==> config.mk <==
export PLATFORM = sky130hd
export DESIGN_NAME = fp64_integer_power
export DESIGN_NICKNAME = d
export VERILOG_FILES = /design/src/rtl/fip_pkg.sv /design/src/rtl/fp64_integer_power.sv /design/src/rtl/fip_fpu.sv
export SDC_FILE = /design/constraint.sdc
export NUM_CORES = 2
export LEC_CHECK = 0
export BUFFER_PORTS_ARGS = -buffer_cell sky130_fd_sc_hd__buf_2
export CAP_MARGIN = 20
export CORE_UTILIZATION = 45
export CTS_BUF_LIST = sky130_fd_sc_hd__clkbuf_2 sky130_fd_sc_hd__clkbuf_4 sky130_fd_sc_hd__clkbuf_8
export DETAILED_ROUTE_END_ITERATION = 12
export PLACE_DENSITY = 0.6
export RECOVER_POWER = 25
export SYNTH_ARGS = -nofsm -noshare
export SYNTH_HDL_FRONTEND = slang
export SYNTH_SLANG_ARGS = --single-unit
==> constraint.sdc <==
create_clock -name i_clk -period 13.6 [get_ports i_clk]
set_input_delay 1.36 -clock i_clk [delete_from_list [all_inputs] [get_ports i_clk]]
set_output_delay 1.36 -clock i_clk [all_outputs]
set_load 0.02 [all_outputs]
==> src/rtl/fip_pkg.sv <==
// Shared types, constants and helpers for the binary64 integer power block.
// Used by fip_fpu and fp64_integer_power; depends on nothing else.
package fip_pkg;

    localparam int EXP_WIDTH = 32;
    localparam int BIT_W     = (EXP_WIDTH > 1) ? $clog2(EXP_WIDTH) : 1;

    localparam logic [63:0] FP_ONE    = 64'h3FF0_0000_0000_0000;
    localparam logic [63:0] CANON_NAN = 64'h7FF8_0000_0000_0000;
    localparam logic [62:0] POS_INF   = 63'h7FF0_0000_0000_0000;

    typedef enum logic {
        FOP_MUL,
        FOP_DIV
    } t_fop;

    typedef struct packed {
        logic        start;
        t_fop        op;
        logic [63:0] a;
        logic [63:0] b;
    } t_fpu_req;

    typedef struct packed {
        logic        done;
        logic [63:0] res;
    } t_fpu_rsp;

    typedef enum logic [2:0] {
        F_IDLE,
        F_NORM_A,
        F_NORM_B,
        F_MUL,
        F_DIV,
        F_POST,
        F_SHR,
        F_ROUND
    } t_fstate;

    typedef enum logic [3:0] {
        S_IDLE,
        S_SQ,
        S_SQW,
        S_MB,
        S_MBW,
        S_NEXT,
        S_FIN,
        S_DIVW,
        S_OUT
    } t_state;

    function automatic logic fip_is_nan(input logic [63:0] v);
        return v[62:0] > POS_INF;
    endfunction

endpackage

==> src/rtl/fp64_integer_power.sv <==
// Top level: binary64 base raised to a signed integer power by square-and-multiply.
// Sequencer around the shared unit fip_fpu; depends on fip_pkg.
//
//  channel   dir  signals                          fields (low bit up)
//  s_axis    in   s_axis_tvalid/tready/tdata[95:0] base_bits[63:0], power[95:64]
//  m_axis    out  m_axis_tvalid/tready/tdata[63:0] result_bits[63:0]
//
// One item at a time: each exponent bit takes a square and, if the bit is set, a multiply
// on the shared unit; these are skipped while the accumulator is still 1.0. A negative
// power adds a reciprocal on the shared unit, unless the accumulator is zero or NaN, and
// each leading zero bit of a subnormal operand adds a normalization step. Reset is
// synchronous and clears only control state. A result beat holds until m_axis_tready;
// no input is taken then.
module fp64_integer_power (
    input  logic        i_clk,
    input  logic        i_rst_n,
    input  logic        s_axis_tvalid,
    output logic        s_axis_tready,
    input  logic [95:0] s_axis_tdata,   // base_bits[63:0], power[95:64]
    output logic        m_axis_tvalid,
    input  logic        m_axis_tready,
    output logic [63:0] m_axis_tdata    // result_bits[63:0]
);
    import fip_pkg::*;

    t_state                 r_state, n_state;
    logic [63:0]            r_x, n_x;
    logic [63:0]            r_acc, n_acc;
    logic [EXP_WIDTH-1:0]   r_mag, n_mag;
    logic                   r_neg, n_neg;
    logic [BIT_W-1:0]       r_bit, n_bit;
    logic [63:0]            r_res, n_res;
    t_fpu_req               fpu_req;
    t_fpu_rsp               fpu_rsp;

    fip_fpu u_fpu (
        .i_clk   (i_clk),
        .i_rst_n (i_rst_n),
        .i_req   (fpu_req),
        .o_rsp   (fpu_rsp)
    );

    always_ff @(posedge i_clk) begin
        if (!i_rst_n) begin
            r_state <= S_IDLE;
        end else begin
            r_state <= n_state;
        end
        r_x   <= n_x;
        r_acc <= n_acc;
        r_mag <= n_mag;
        r_neg <= n_neg;
        r_bit <= n_bit;
        r_res <= n_res;
    end

    assign s_axis_tready = (r_state == S_IDLE);
    assign m_axis_tvalid = (r_state == S_OUT);
    assign m_axis_tdata  = r_res;

    always_comb begin
        logic signed [EXP_WIDTH-1:0] p;
        logic                        acc_one;

        n_state = r_state;
        n_x     = r_x;
        n_acc   = r_acc;
        n_mag   = r_mag;
        n_neg   = r_neg;
        n_bit   = r_bit;
        n_res   = r_res;
        fpu_req = '{start: 1'b0, op: FOP_MUL, a: r_acc, b: r_acc};

        p       = EXP_WIDTH'($signed(s_axis_tdata[95:64]));
        acc_one = (r_acc == FP_ONE);

        unique case (r_state)
            S_IDLE: begin
                if (s_axis_tvalid) begin
                    n_x     = s_axis_tdata[63:0];
                    n_neg   = p[EXP_WIDTH-1];
                    // The magnitude is read as unsigned, so the most negative power works.
                    n_mag   = p[EXP_WIDTH-1] ? (~p + EXP_WIDTH'(1)) : p;
                    n_acc   = FP_ONE;
                    n_bit   = BIT_W'(EXP_WIDTH - 1);
                    n_state = S_SQ;
                end
            end
            S_SQ: begin
                if (acc_one) begin
                    n_state = S_MB;
                end else begin
                    fpu_req.start = 1'b1;
                    n_state       = S_SQW;
                end
            end
            S_SQW: begin
                if (fpu_rsp.done) begin
                    n_acc   = fpu_rsp.res;
                    n_state = S_MB;
                end
            end
            S_MB: begin
                if (!r_mag[r_bit]) begin
                    n_state = S_NEXT;
                end else if (acc_one) begin
                    // 1.0 times the base is the base itself.
                    n_acc   = r_x;
                    n_state = S_NEXT;
                end else begin
                    fpu_req.start = 1'b1;
                    fpu_req.b     = r_x;
                    n_state       = S_MBW;
                end
            end
            S_MBW: begin
                if (fpu_rsp.done) begin
                    n_acc   = fpu_rsp.res;
                    n_state = S_NEXT;
                end
            end
            S_NEXT: begin
                if (r_bit == '0) begin
                    n_state = S_FIN;
                end else begin
                    n_bit   = r_bit - BIT_W'(1);
                    n_state = S_SQ;
                end
            end
            S_FIN: begin
                n_state = S_OUT;
                if (fip_is_nan(r_acc)) begin
                    n_res = CANON_NAN;
                end else if (!r_neg) begin
                    n_res = r_acc;
                end else if (r_acc[62:0] == 63'd0) begin
                    n_res = {r_acc[63], POS_INF};
                end else begin
                    fpu_req.start = 1'b1;
                    fpu_req.op    = FOP_DIV;
                    fpu_req.a     = FP_ONE;
                    fpu_req.b     = r_acc;
                    n_state       = S_DIVW;
                end
            end
            S_DIVW: begin
                if (fpu_rsp.done) begin
                    n_res   = fip_is_nan(fpu_rsp.res) ? CANON_NAN : fpu_rsp.res;
                    n_state = S_OUT;
                end
            end
            S_OUT: begin
                if (m_axis_tready) begin
                    n_state = S_IDLE;
                end
            end
            default: n_state = S_IDLE;
        endcase
    end

endmodule

==> src/rtl/fip_fpu.sv <==
// Iterative binary64 multiply and divide unit, round to nearest even.
// Multiply takes four 27x27 partial products; divide is restoring, one bit a cycle.
// Depends on fip_pkg.
module fip_fpu (
    input  logic              i_clk,
    input  logic              i_rst_n,
    input  fip_pkg::t_fpu_req i_req,
    output fip_pkg::t_fpu_rsp o_rsp
);
    import fip_pkg::*;

    t_fstate      r_state, n_state;
    t_fop         r_op, n_op;
    logic         r_sign, n_sign;
    logic [52:0]  r_ma, n_ma, r_mb, n_mb;
    logic signed [13:0] r_ea, n_ea, r_eb, n_eb, r_e, n_e;
    logic [105:0] r_m, n_m;
    logic [53:0]  r_rem, n_rem;
    logic [54:0]  r_q, n_q;
    logic         r_sticky, n_sticky;
    logic [6:0]   r_cnt, n_cnt;
    logic [63:0]  r_res, n_res;
    logic         r_done, n_done;

    always_ff @(posedge i_clk) begin
        if (!i_rst_n) begin
            r_state <= F_IDLE;
            r_done  <= 1'b0;
        end else begin
            r_state <= n_state;
            r_done  <= n_done;
        end
        r_op     <= n_op;
        r_sign   <= n_sign;
        r_ma     <= n_ma;
        r_mb     <= n_mb;
        r_ea     <= n_ea;
        r_eb     <= n_eb;
        r_e      <= n_e;
        r_m      <= n_m;
        r_rem    <= n_rem;
        r_q      <= n_q;
        r_sticky <= n_sticky;
        r_cnt    <= n_cnt;
        r_res    <= n_res;
    end

    assign o_rsp.done = r_done;
    assign o_rsp.res  = r_res;

    always_comb begin
        logic [10:0]  ax, bx;
        logic         a_nan, b_nan, a_inf, b_inf, a_zero, b_zero;
        logic         sp_nan, sp_inf, sp_zero, sgn;
        logic [26:0]  pa, pb;
        logic [53:0]  prod;
        logic [105:0] addend;
        logic [13:0]  amt;
        logic [105:0] lost_mask;
        logic [52:0]  mant;
        logic [53:0]  mr;
        logic         up, st;
        logic signed [13:0] e_fin;
        logic [10:0]  xf;

        n_state  = r_state;
        n_op     = r_op;
        n_sign   = r_sign;
        n_ma     = r_ma;
        n_mb     = r_mb;
        n_ea     = r_ea;
        n_eb     = r_eb;
        n_e      = r_e;
        n_m      = r_m;
        n_rem    = r_rem;
        n_q      = r_q;
        n_sticky = r_sticky;
        n_cnt    = r_cnt;
        n_res    = r_res;
        n_done   = 1'b0;

        ax     = i_req.a[62:52];
        bx     = i_req.b[62:52];
        a_nan  = fip_is_nan(i_req.a);
        b_nan  = fip_is_nan(i_req.b);
        a_inf  = (i_req.a[62:0] == POS_INF);
        b_inf  = (i_req.b[62:0] == POS_INF);
        a_zero = (i_req.a[62:0] == 63'd0);
        b_zero = (i_req.b[62:0] == 63'd0);
        sgn    = i_req.a[63] ^ i_req.b[63];
        if (i_req.op == FOP_MUL) begin
            sp_nan  = a_nan | b_nan | (a_inf & b_zero) | (a_zero & b_inf);
            sp_inf  = a_inf | b_inf;
            sp_zero = a_zero | b_zero;
        end else begin
            sp_nan  = a_nan | b_nan | (a_inf & b_inf) | (a_zero & b_zero);
            sp_inf  = a_inf | b_zero;
            sp_zero = a_zero | b_inf;
        end

        pa     = r_cnt[1] ? {1'b0, r_ma[52:27]} : r_ma[26:0];
        pb     = r_cnt[0] ? {1'b0, r_mb[52:27]} : r_mb[26:0];
        prod   = 54'(pa) * 54'(pb);
        unique case (r_cnt[1:0])
            2'd0:    addend = 106'(prod);
            2'd3:    addend = 106'(prod) << 54;
            default: addend = 106'(prod) << 27;
        endcase

        amt       = 14'(14'sd1 - r_e);
        lost_mask = ~({106{1'b1}} << amt[6:0]);

        mant  = r_m[105:53];
        st    = (|r_m[51:0]) | r_sticky;
        up    = r_m[52] & (st | r_m[53]);
        mr    = {1'b0, mant} + 54'(up);
        e_fin = mr[53] ? r_e + 14'sd1 : r_e;
        xf    = (mr[53] || mr[52]) ? e_fin[10:0] : 11'd0;

        unique case (r_state)
            F_IDLE: begin
                if (i_req.start) begin
                    n_op   = i_req.op;
                    n_sign = sgn;
                    n_ma   = {ax != 11'd0, i_req.a[51:0]};
                    n_mb   = {bx != 11'd0, i_req.b[51:0]};
                    n_ea   = {3'b000, (ax == 11'd0) ? 11'd1 : ax};
                    n_eb   = {3'b000, (bx == 11'd0) ? 11'd1 : bx};
                    if (sp_nan) begin
                        n_res  = CANON_NAN;
                        n_done = 1'b1;
                    end else if (sp_inf) begin
                        n_res  = {sgn, POS_INF};
                        n_done = 1'b1;
                    end else if (sp_zero) begin
                        n_res  = {sgn, 63'd0};
                        n_done = 1'b1;
                    end else begin
                        n_state = F_NORM_A;
                    end
                end
            end
            F_NORM_A: begin
                // Subnormal operands are brought up to a leading one, a bit a cycle.
                if (!r_ma[52]) begin
                    n_ma = {r_ma[51:0], 1'b0};
                    n_ea = r_ea - 14'sd1;
                end else begin
                    n_state = F_NORM_B;
                end
            end
            F_NORM_B: begin
                if (!r_mb[52]) begin
                    n_mb = {r_mb[51:0], 1'b0};
                    n_eb = r_eb - 14'sd1;
                end else begin
                    n_cnt    = 7'd0;
                    n_m      = '0;
                    n_sticky = 1'b0;
                    n_rem    = {1'b0, r_ma};
                    n_q      = '0;
                    if (r_op == FOP_MUL) begin
                        n_e     = r_ea + r_eb - 14'sd1022;
                        n_state = F_MUL;
                    end else begin
                        n_e     = r_ea - r_eb + 14'sd1023;
                        n_state = F_DIV;
                    end
                end
            end
            F_MUL: begin
                n_m   = r_m + addend;
                n_cnt = r_cnt + 7'd1;
                if (r_cnt[1:0] == 2'd3) begin
                    n_state = F_POST;
                end
            end
            F_DIV: begin
                if (r_rem >= {1'b0, r_mb}) begin
                    n_rem = 54'((r_rem - {1'b0, r_mb}) << 1);
                    n_q   = {r_q[53:0], 1'b1};
                end else begin
                    n_rem = 54'(r_rem << 1);
                    n_q   = {r_q[53:0], 1'b0};
                end
                n_cnt = r_cnt + 7'd1;
                if (r_cnt == 7'd54) begin
                    n_state = F_POST;
                end
            end
            F_POST: begin
                if (r_op == FOP_DIV) begin
                    // Quotient sits with its unit bit at the top; the remainder is sticky.
                    n_m = {r_q, r_rem != 54'd0, 50'd0};
                    if (!r_q[54]) begin
                        n_m = {r_q[53:0], r_rem != 54'd0, 51'd0};
                        n_e = r_e - 14'sd1;
                    end
                end else if (!r_m[105]) begin
                    n_m = {r_m[104:0], 1'b0};
                    n_e = r_e - 14'sd1;
                end
                n_state = F_SHR;
            end
            F_SHR: begin
                // Results below the normal range are denormalized in one shift.
                if (r_e < 14'sd1) begin
                    if (amt > 14'd107) begin
                        n_m      = '0;
                        n_sticky = |r_m;
                    end else begin
                        n_m      = r_m >> amt[6:0];
                        n_sticky = |(r_m & lost_mask);
                    end
                    n_e = 14'sd1;
                end
                n_state = F_ROUND;
            end
            F_ROUND: begin
                if (e_fin >= 14'sd2047) begin
                    n_res = {r_sign, POS_INF};
                end else begin
                    n_res = {r_sign, xf, mr[53] ? 52'd0 : mr[51:0]};
                end
                n_done  = 1'b1;
                n_state = F_IDLE;
            end
            default: n_state = F_IDLE;
        endcase
    end

endmodule

# After elaboration in Yosys (flattened, before gate mapping)
# Cells that the tools add are included.
# W data, S select, Z words.
[totals] mem_bits_rw=0 inputBits=100 latchBits=0 mem_bits_ro=0 memories=0 ff_bits=675
[classes] shifts=2 n_reduce_logical=47 n_lt_le_gt_ge=9 n_div=0 n_eq_ne=44 bitwise_logic=20 muxes=110 addsub=15 n_mul=1
[ops] operator="$mux W64" n=15
[ops] operator="$mux W106" n=6
[ops] operator="$pmux W106 S4" n=1
[ops] operator="$mux W130" n=3
[ops] operator="$pmux W64 S2" n=3
[ops] operator="$gt A63 B63 Y1 const B" n=4
[ops] operator="$mux W53" n=4
[ops] operator="$pmux W106 S2" n=1
[ops] operator="$pmux W53 S2" n=2
[ops] operator="$reduce_or A106 Y1" n=2
[ops] operator="$pmux W64 S3" n=1
[ops] operator="$logic_not A63 Y1" n=3
[ops] operator="$mux W14" n=11
[ops] operator="$eq A63 B63 Y1 const B" n=2
[ops] operator="$pmux W55 S2" n=1
[ops] operator="$mux W54" n=2
[ops] operator="$pmux W54 S2" n=1
[ops] operator="$add A106 B106 Y106" n=1
[ops] operator="$and A106 B106 Y106" n=1
[ops] operator="$not A106 Y106" n=1
[ops] operator="$shl A106 B7 Y106 const A" n=1
[ops] operator="$shr A106 B7 Y106" n=1
[ops] operator="$mux W65" n=1
[ops] operator="$eq A64 B62 Y1 const B" n=1
[ops] operator="other kinds (75)" n=179

# Logic depth before layout (Yosys ltp)
[logic_depth] depth_word=13 mapped_depth=46 depth_no_buf=43

# Cells and area by module
# Synthesis repeated with hierarchy kept, for this count alone.
[hier_totals] hier_cells=8917 area_unflattened_um2=79060.8
[by_module_without_submodules] module="fip_fpu" instances=1 cells_per_inst=8098 seq_area_each_um2=13202.7 area_per_inst_um2=67711.2
[by_module_without_submodules] module="fp64_integer_power" instances=1 cells_per_inst=819 seq_area_each_um2=6986.7 area_per_inst_um2=11349.6

# Worst setup path before layout
# No wires, ideal clock.
[synth_timing] path_type="register -> register" startpoint="reg u_fpu.r_cnt[1]" endpoint="reg u_fpu.r_m[105], data pin" setup_slack_ns=2.620 setup_ns=0.274 path_buffers=3 arrival_time_ns=10.707 period_less_slack_ns=10.980 path_stages_with_launch=42 required_ns=13.326 cell_sequence="edfxtp_1 -> clkbuf_1 -> clkbuf_1 -> mux2i_1 -> nor2_1 -> fa_1 -> inv_1 -> fa_1 -> inv_1 -> fa_1 -> fa_1 -> fa_1 -> fa_1 -> inv_1 -> fa_1 -> inv_1 -> ha_1 -> and3_1 -> [6 not listed] -> a21o_1 -> a31oi_1 -> xor2_1 -> o22ai_1 -> ha_1 -> clkbuf_1 -> and4_1 -> nand3_1 -> or4_1 -> a2111oi_0 -> o21ai_0 -> a21oi_1 -> nor3_1 -> o31ai_1 -> a31oi_1 -> xnor2_1 -> xnor2_1 -> o221ai_1"
[synth_between] elab_chain_len=5 word_cells_on_any_way=7 cone_classes="add/sub: 1; mul: 1; eq/ne: 1; mux: 3; reduce/logical: 1"
[synth_lines] element="start, declared" line_no="fip_fpu.sv:21" rtl="logic [6:0] r_cnt, n_cnt;"
[synth_lines] element="start signal, assigned" line_no="fip_fpu.sv:44" rtl="r_cnt <= n_cnt;"
[synth_lines] element="$mux W27" line_no="fip_fpu.sv:101" rtl="pa = r_cnt[1] ? {1'b0, r_ma[52:27]} : r_ma[26:0];"
[synth_lines] element="$mul A27 B27 Y54" line_no="fip_fpu.sv:103" rtl="prod = 54'(pa) * 54'(pb);"
[synth_lines] element="$pmux W106 S2 (*)" line_no="fip_fpu.sv:104" rtl="unique case (r_cnt[1:0])"
[synth_lines] element="$add A106 B106 Y106 (*)" line_no="fip_fpu.sv:172" rtl="n_m = r_m + addend;"
[synth_lines] element="$pmux W106 S4 (*)" line_no="fip_fpu.sv:120" rtl="unique case (r_state)"
[synth_lines] element="named net u_fpu.n_m[105]" line_no="fip_fpu.sv:17" rtl="logic [105:0] r_m, n_m;"
[synth_lines] element="end signal, assigned" line_no="fip_fpu.sv:40" rtl="r_m <= n_m;"
[synth_lines] element="end, declared" line_no="fip_fpu.sv:17"
# The timed path passes the listed nets; every way through them passes the cells marked *.
# A chain may end at the register's enable or synchronous reset.

# Worst setup path after layout
[layout_timing] startpoint="reg u_fpu.r_cnt[1]" endpoint="reg u_fpu.r_m[94], data pin"
# The elaborated chain is that of the path after synthesis.

==> impl_metrics.yaml <==
drt:
  ant_nets: 0
  vias: 68354
  dr.pass1.iters: 8
  vias_per_cell: 6.37
  drcViolationCount: 0
  wl_per_cell_um: 30.0
  drt_iter0_drc: 8409
  wirelength_mm: 322
floorplan:
  ioPinCount: 166
  num_rows: 150
  die_w_um: 413
  core_area_sq_mm: 0.167
  fp.dieArea_sq_mm: 0.170
  die_height_um: 413
  initial_utilization_pct: 45.4
sta:
  post-route-min-period_ns: 12.96
  clock_skew_ns: 0.0732
  max_freq_mhz: 77.2
  finalSetupViolCount: 0
  relSlewSlack_pct: -162
  tightest_slew_ns: 3.93
  drv_slew: 321
  post-route-period-util_pct: 95.3
  hold_violations: 0
  worst_slack_ns: 0.642
global_route:
  grtUsageTotal_pct: 37.5
  grt_overflow: 0
  grt_max_degree: 103
  grt_pass1_wl_mm: 466
  grt_pass1_vias: 66435
  antenna_found_initial: 15
place:
  routabilityCongestion: 1.03
  portBuffers: 165
  place_hpwl_mm: 251
  pre_cts_ws_ns: 0.762
setup_path:
  worstPathRequired_ns: 14.14
  worstPathArrival_ns: 13.50
  cp_slowest_stage_delay_ns: 0.67
  crit_start: "u_fpu.r_cnt[1]$_SDFFCE_PN0P_"
  worstSetupPathType: "flop to flop"
  start_kind: "flop"
  cp-end-kind: "flop"
  path_common_cell: "fa_1"
  timing.rr.start: "u_fpu.r_cnt[1]$_SDFFCE_PN0P_"
  worst-path-max-fanout: 58
  path_delay_family: "compound AO/OA/AOI/OAI gates"
  crit_buf_inv: 7
  slowest_stage: "mux2_2"
yosys:
  syn-num-nets: 9588
  yosysWarnings: 0
  synth-edff-count: 667
  synth_common_cells: "nand2_1, inv_1, nor2_1"
  synth_top_area_share_pct: 26.4
  syn_avg_cell_area_sq_um: 9.00
  ys_async_sr_fraction_pct: 0
  ys.flop_type: "edfxtp_1"
  yosys-top-cells-area: "edfxtp_1, fa_1, ha_1"
  syn_inst: 8438
  ys_seq_elements: 675
  yosysMostFrequentCell: "nand2_1"
  yosysTopAreaCell: "edfxtp_1"
  synth_cell_types: 88
  ys_seq_area_share_pct: 26.6
  netlist_area_sq_mm: 0.0760
cts:
  post-cts-setup-buffers: 0
  ctsLongestPathBuffers: 3
  hold_buffers: 0
  cts_tree: "yes"
  clock_latency_ns: 0.92
  clk_pin_slew_ns: 0.07
  clockRootBuffer: "clkbuf_8"
  cts_num_sinks: 675
  cts_buffers: 119
  ctsHtreeMaxLevel: 3
run:
  maxCapViolations: 6
outcome:
  violations: "max-capacitance violations, max-slew violations"
  status: "complete, but fails checks"
min_path:
  hp-class: "flop to flop"
  hold_start: "u_fpu.r_res[25]$_SDFFCE_PP0P_"
finish:
  drive_gt1_share_pct: 9.65
  nets: 9573
  area_delta_synth_final_pct: 8.19
-- per-stage QoR --
step	instance area [sq um]	hold slack, ns	TNS [ns]	util (%)	cells
2_1_floorplan	76000	0.538	0	-	8438
3_3_place_gp	79500	0.561	0	47.5	10497
3_5_place_dp	79500	0.564	0	47.5	10499
4_1_cts	82200	0.537	0	49.1	10719
5_1_grt	82200	0.575	-0.000536	49.1	10730
6_report	82200	0.549	0	49.1	10731
-- layout make-up --
cell class                      instances  area [sq um]
Sequential cell                       675         20200
Fill cell                           16130         85200
Tap cell                             2204          2760
Clock inverter                         54           599
Clock buffer                          166          2030
Multi-Input combinational cell       6310         50600
Timing Repair Buffer                  397          2530
Antenna cell                            5          12.5
Inverter                              920          3450
-- cells in the final DEF (no fill, tap or decap), types with 46 or more instances in the layout --
| cell type | netlist | routed |
|---|---|---|
| xor2_1 | 135 | 132 |
| nor2_1 | 785 | 777 |
| ha_1 | 422 | 420 |
| mux4_2 | 118 | 118 |
| buf_4 | 5 | 218 |
| a21o_1 | 112 | 112 |
| edfxtp_1 | 667 | 667 |
| o22ai_1 | 56 | 56 |
| o21ai_0 | 510 | 503 |
| a22o_1 | 195 | 195 |
| nand3_1 | 147 | 147 |
| clkbuf_8 | 0 | 125 |
| o21bai_1 | 60 | 60 |
| clkbuf_1 | 444 | 46 |
| nor3_1 | 111 | 109 |
| mux2_2 | 78 | 74 |
| fa_1 | 628 | 628 |
| inv_1 | 917 | 916 |
| xnor2_1 | 218 | 215 |
| nand2_1 | 1070 | 1067 |
| and3_1 | 87 | 86 |
| nor4_1 | 106 | 105 |
| and2_1 | 83 | 81 |
| mux2i_1 | 203 | 199 |
| nand4_1 | 91 | 91 |
| buf_2 | 12 | 127 |
| a21oi_1 | 436 | 435 |
-- per-layer routing --
layer  track usage (%)  wire length (um)
met5                 0                35
met4              21.2             21800
met3              8.58             34500
met2              56.0            139000
met1              50.1            127000
-- kinds of logic after synthesis --
group           after synthesis  synth area share (%)
fa+ha+maj                  1051                  23.5
flops                       675                  26.6
xor+xnor                    353                  4.07
simple gates               2647                  15.4
mux                         399                  7.33
compound gates             1860                  15.8
buf+inv                    1453                  7.27
-- sequential cells by signal (all words and copies together), names as in the netlist, 32 cells and up --
signal	flops
u_fpu.r_mb	53
r_mag	32
u_fpu.r_m	106
u_fpu.r_rem	54
m_axis_tdata	64
u_fpu.r_res	64
r_acc	64
u_fpu.r_q	55
u_fpu.r_ma	53
r_x	64
-- path summary, 6_finish.rpt --
path / slack, ns / end / cells past startpoint
worst max-delay path: 0.64 / u_fpu.r_m[94]$_DFFE_PP_ / 41
worst min-delay path: 0.55 / r_acc[25]$_DFFE_PP_ / 1
worst max register to register: 0.64 / u_fpu.r_m[94]$_DFFE_PP_ / 41
worst min register to register: 0.55 / r_acc[25]$_DFFE_PP_ / 1
-- what timing repair did --
item / CTS / global route
endpoints found under the setup margin: 0 / 1
endpoints found under the hold margin: 0 / 0
gates resized for setup: 0 / 9
-- worst reg2reg max path, delay by kind of cell, from the launching register on --
kind,cells,cell delay [ns]
compound gates,18,4.67
fa+ha+maj,9,4.35
simple gates,4,0.94
xor+xnor,2,0.79
buf+inv,7,0.78
mux,1,0.75
flops,1,0.37
Power is not shown: default switching activity piles up to over one toggle a cycle in this logic, so the estimate is an artifact.
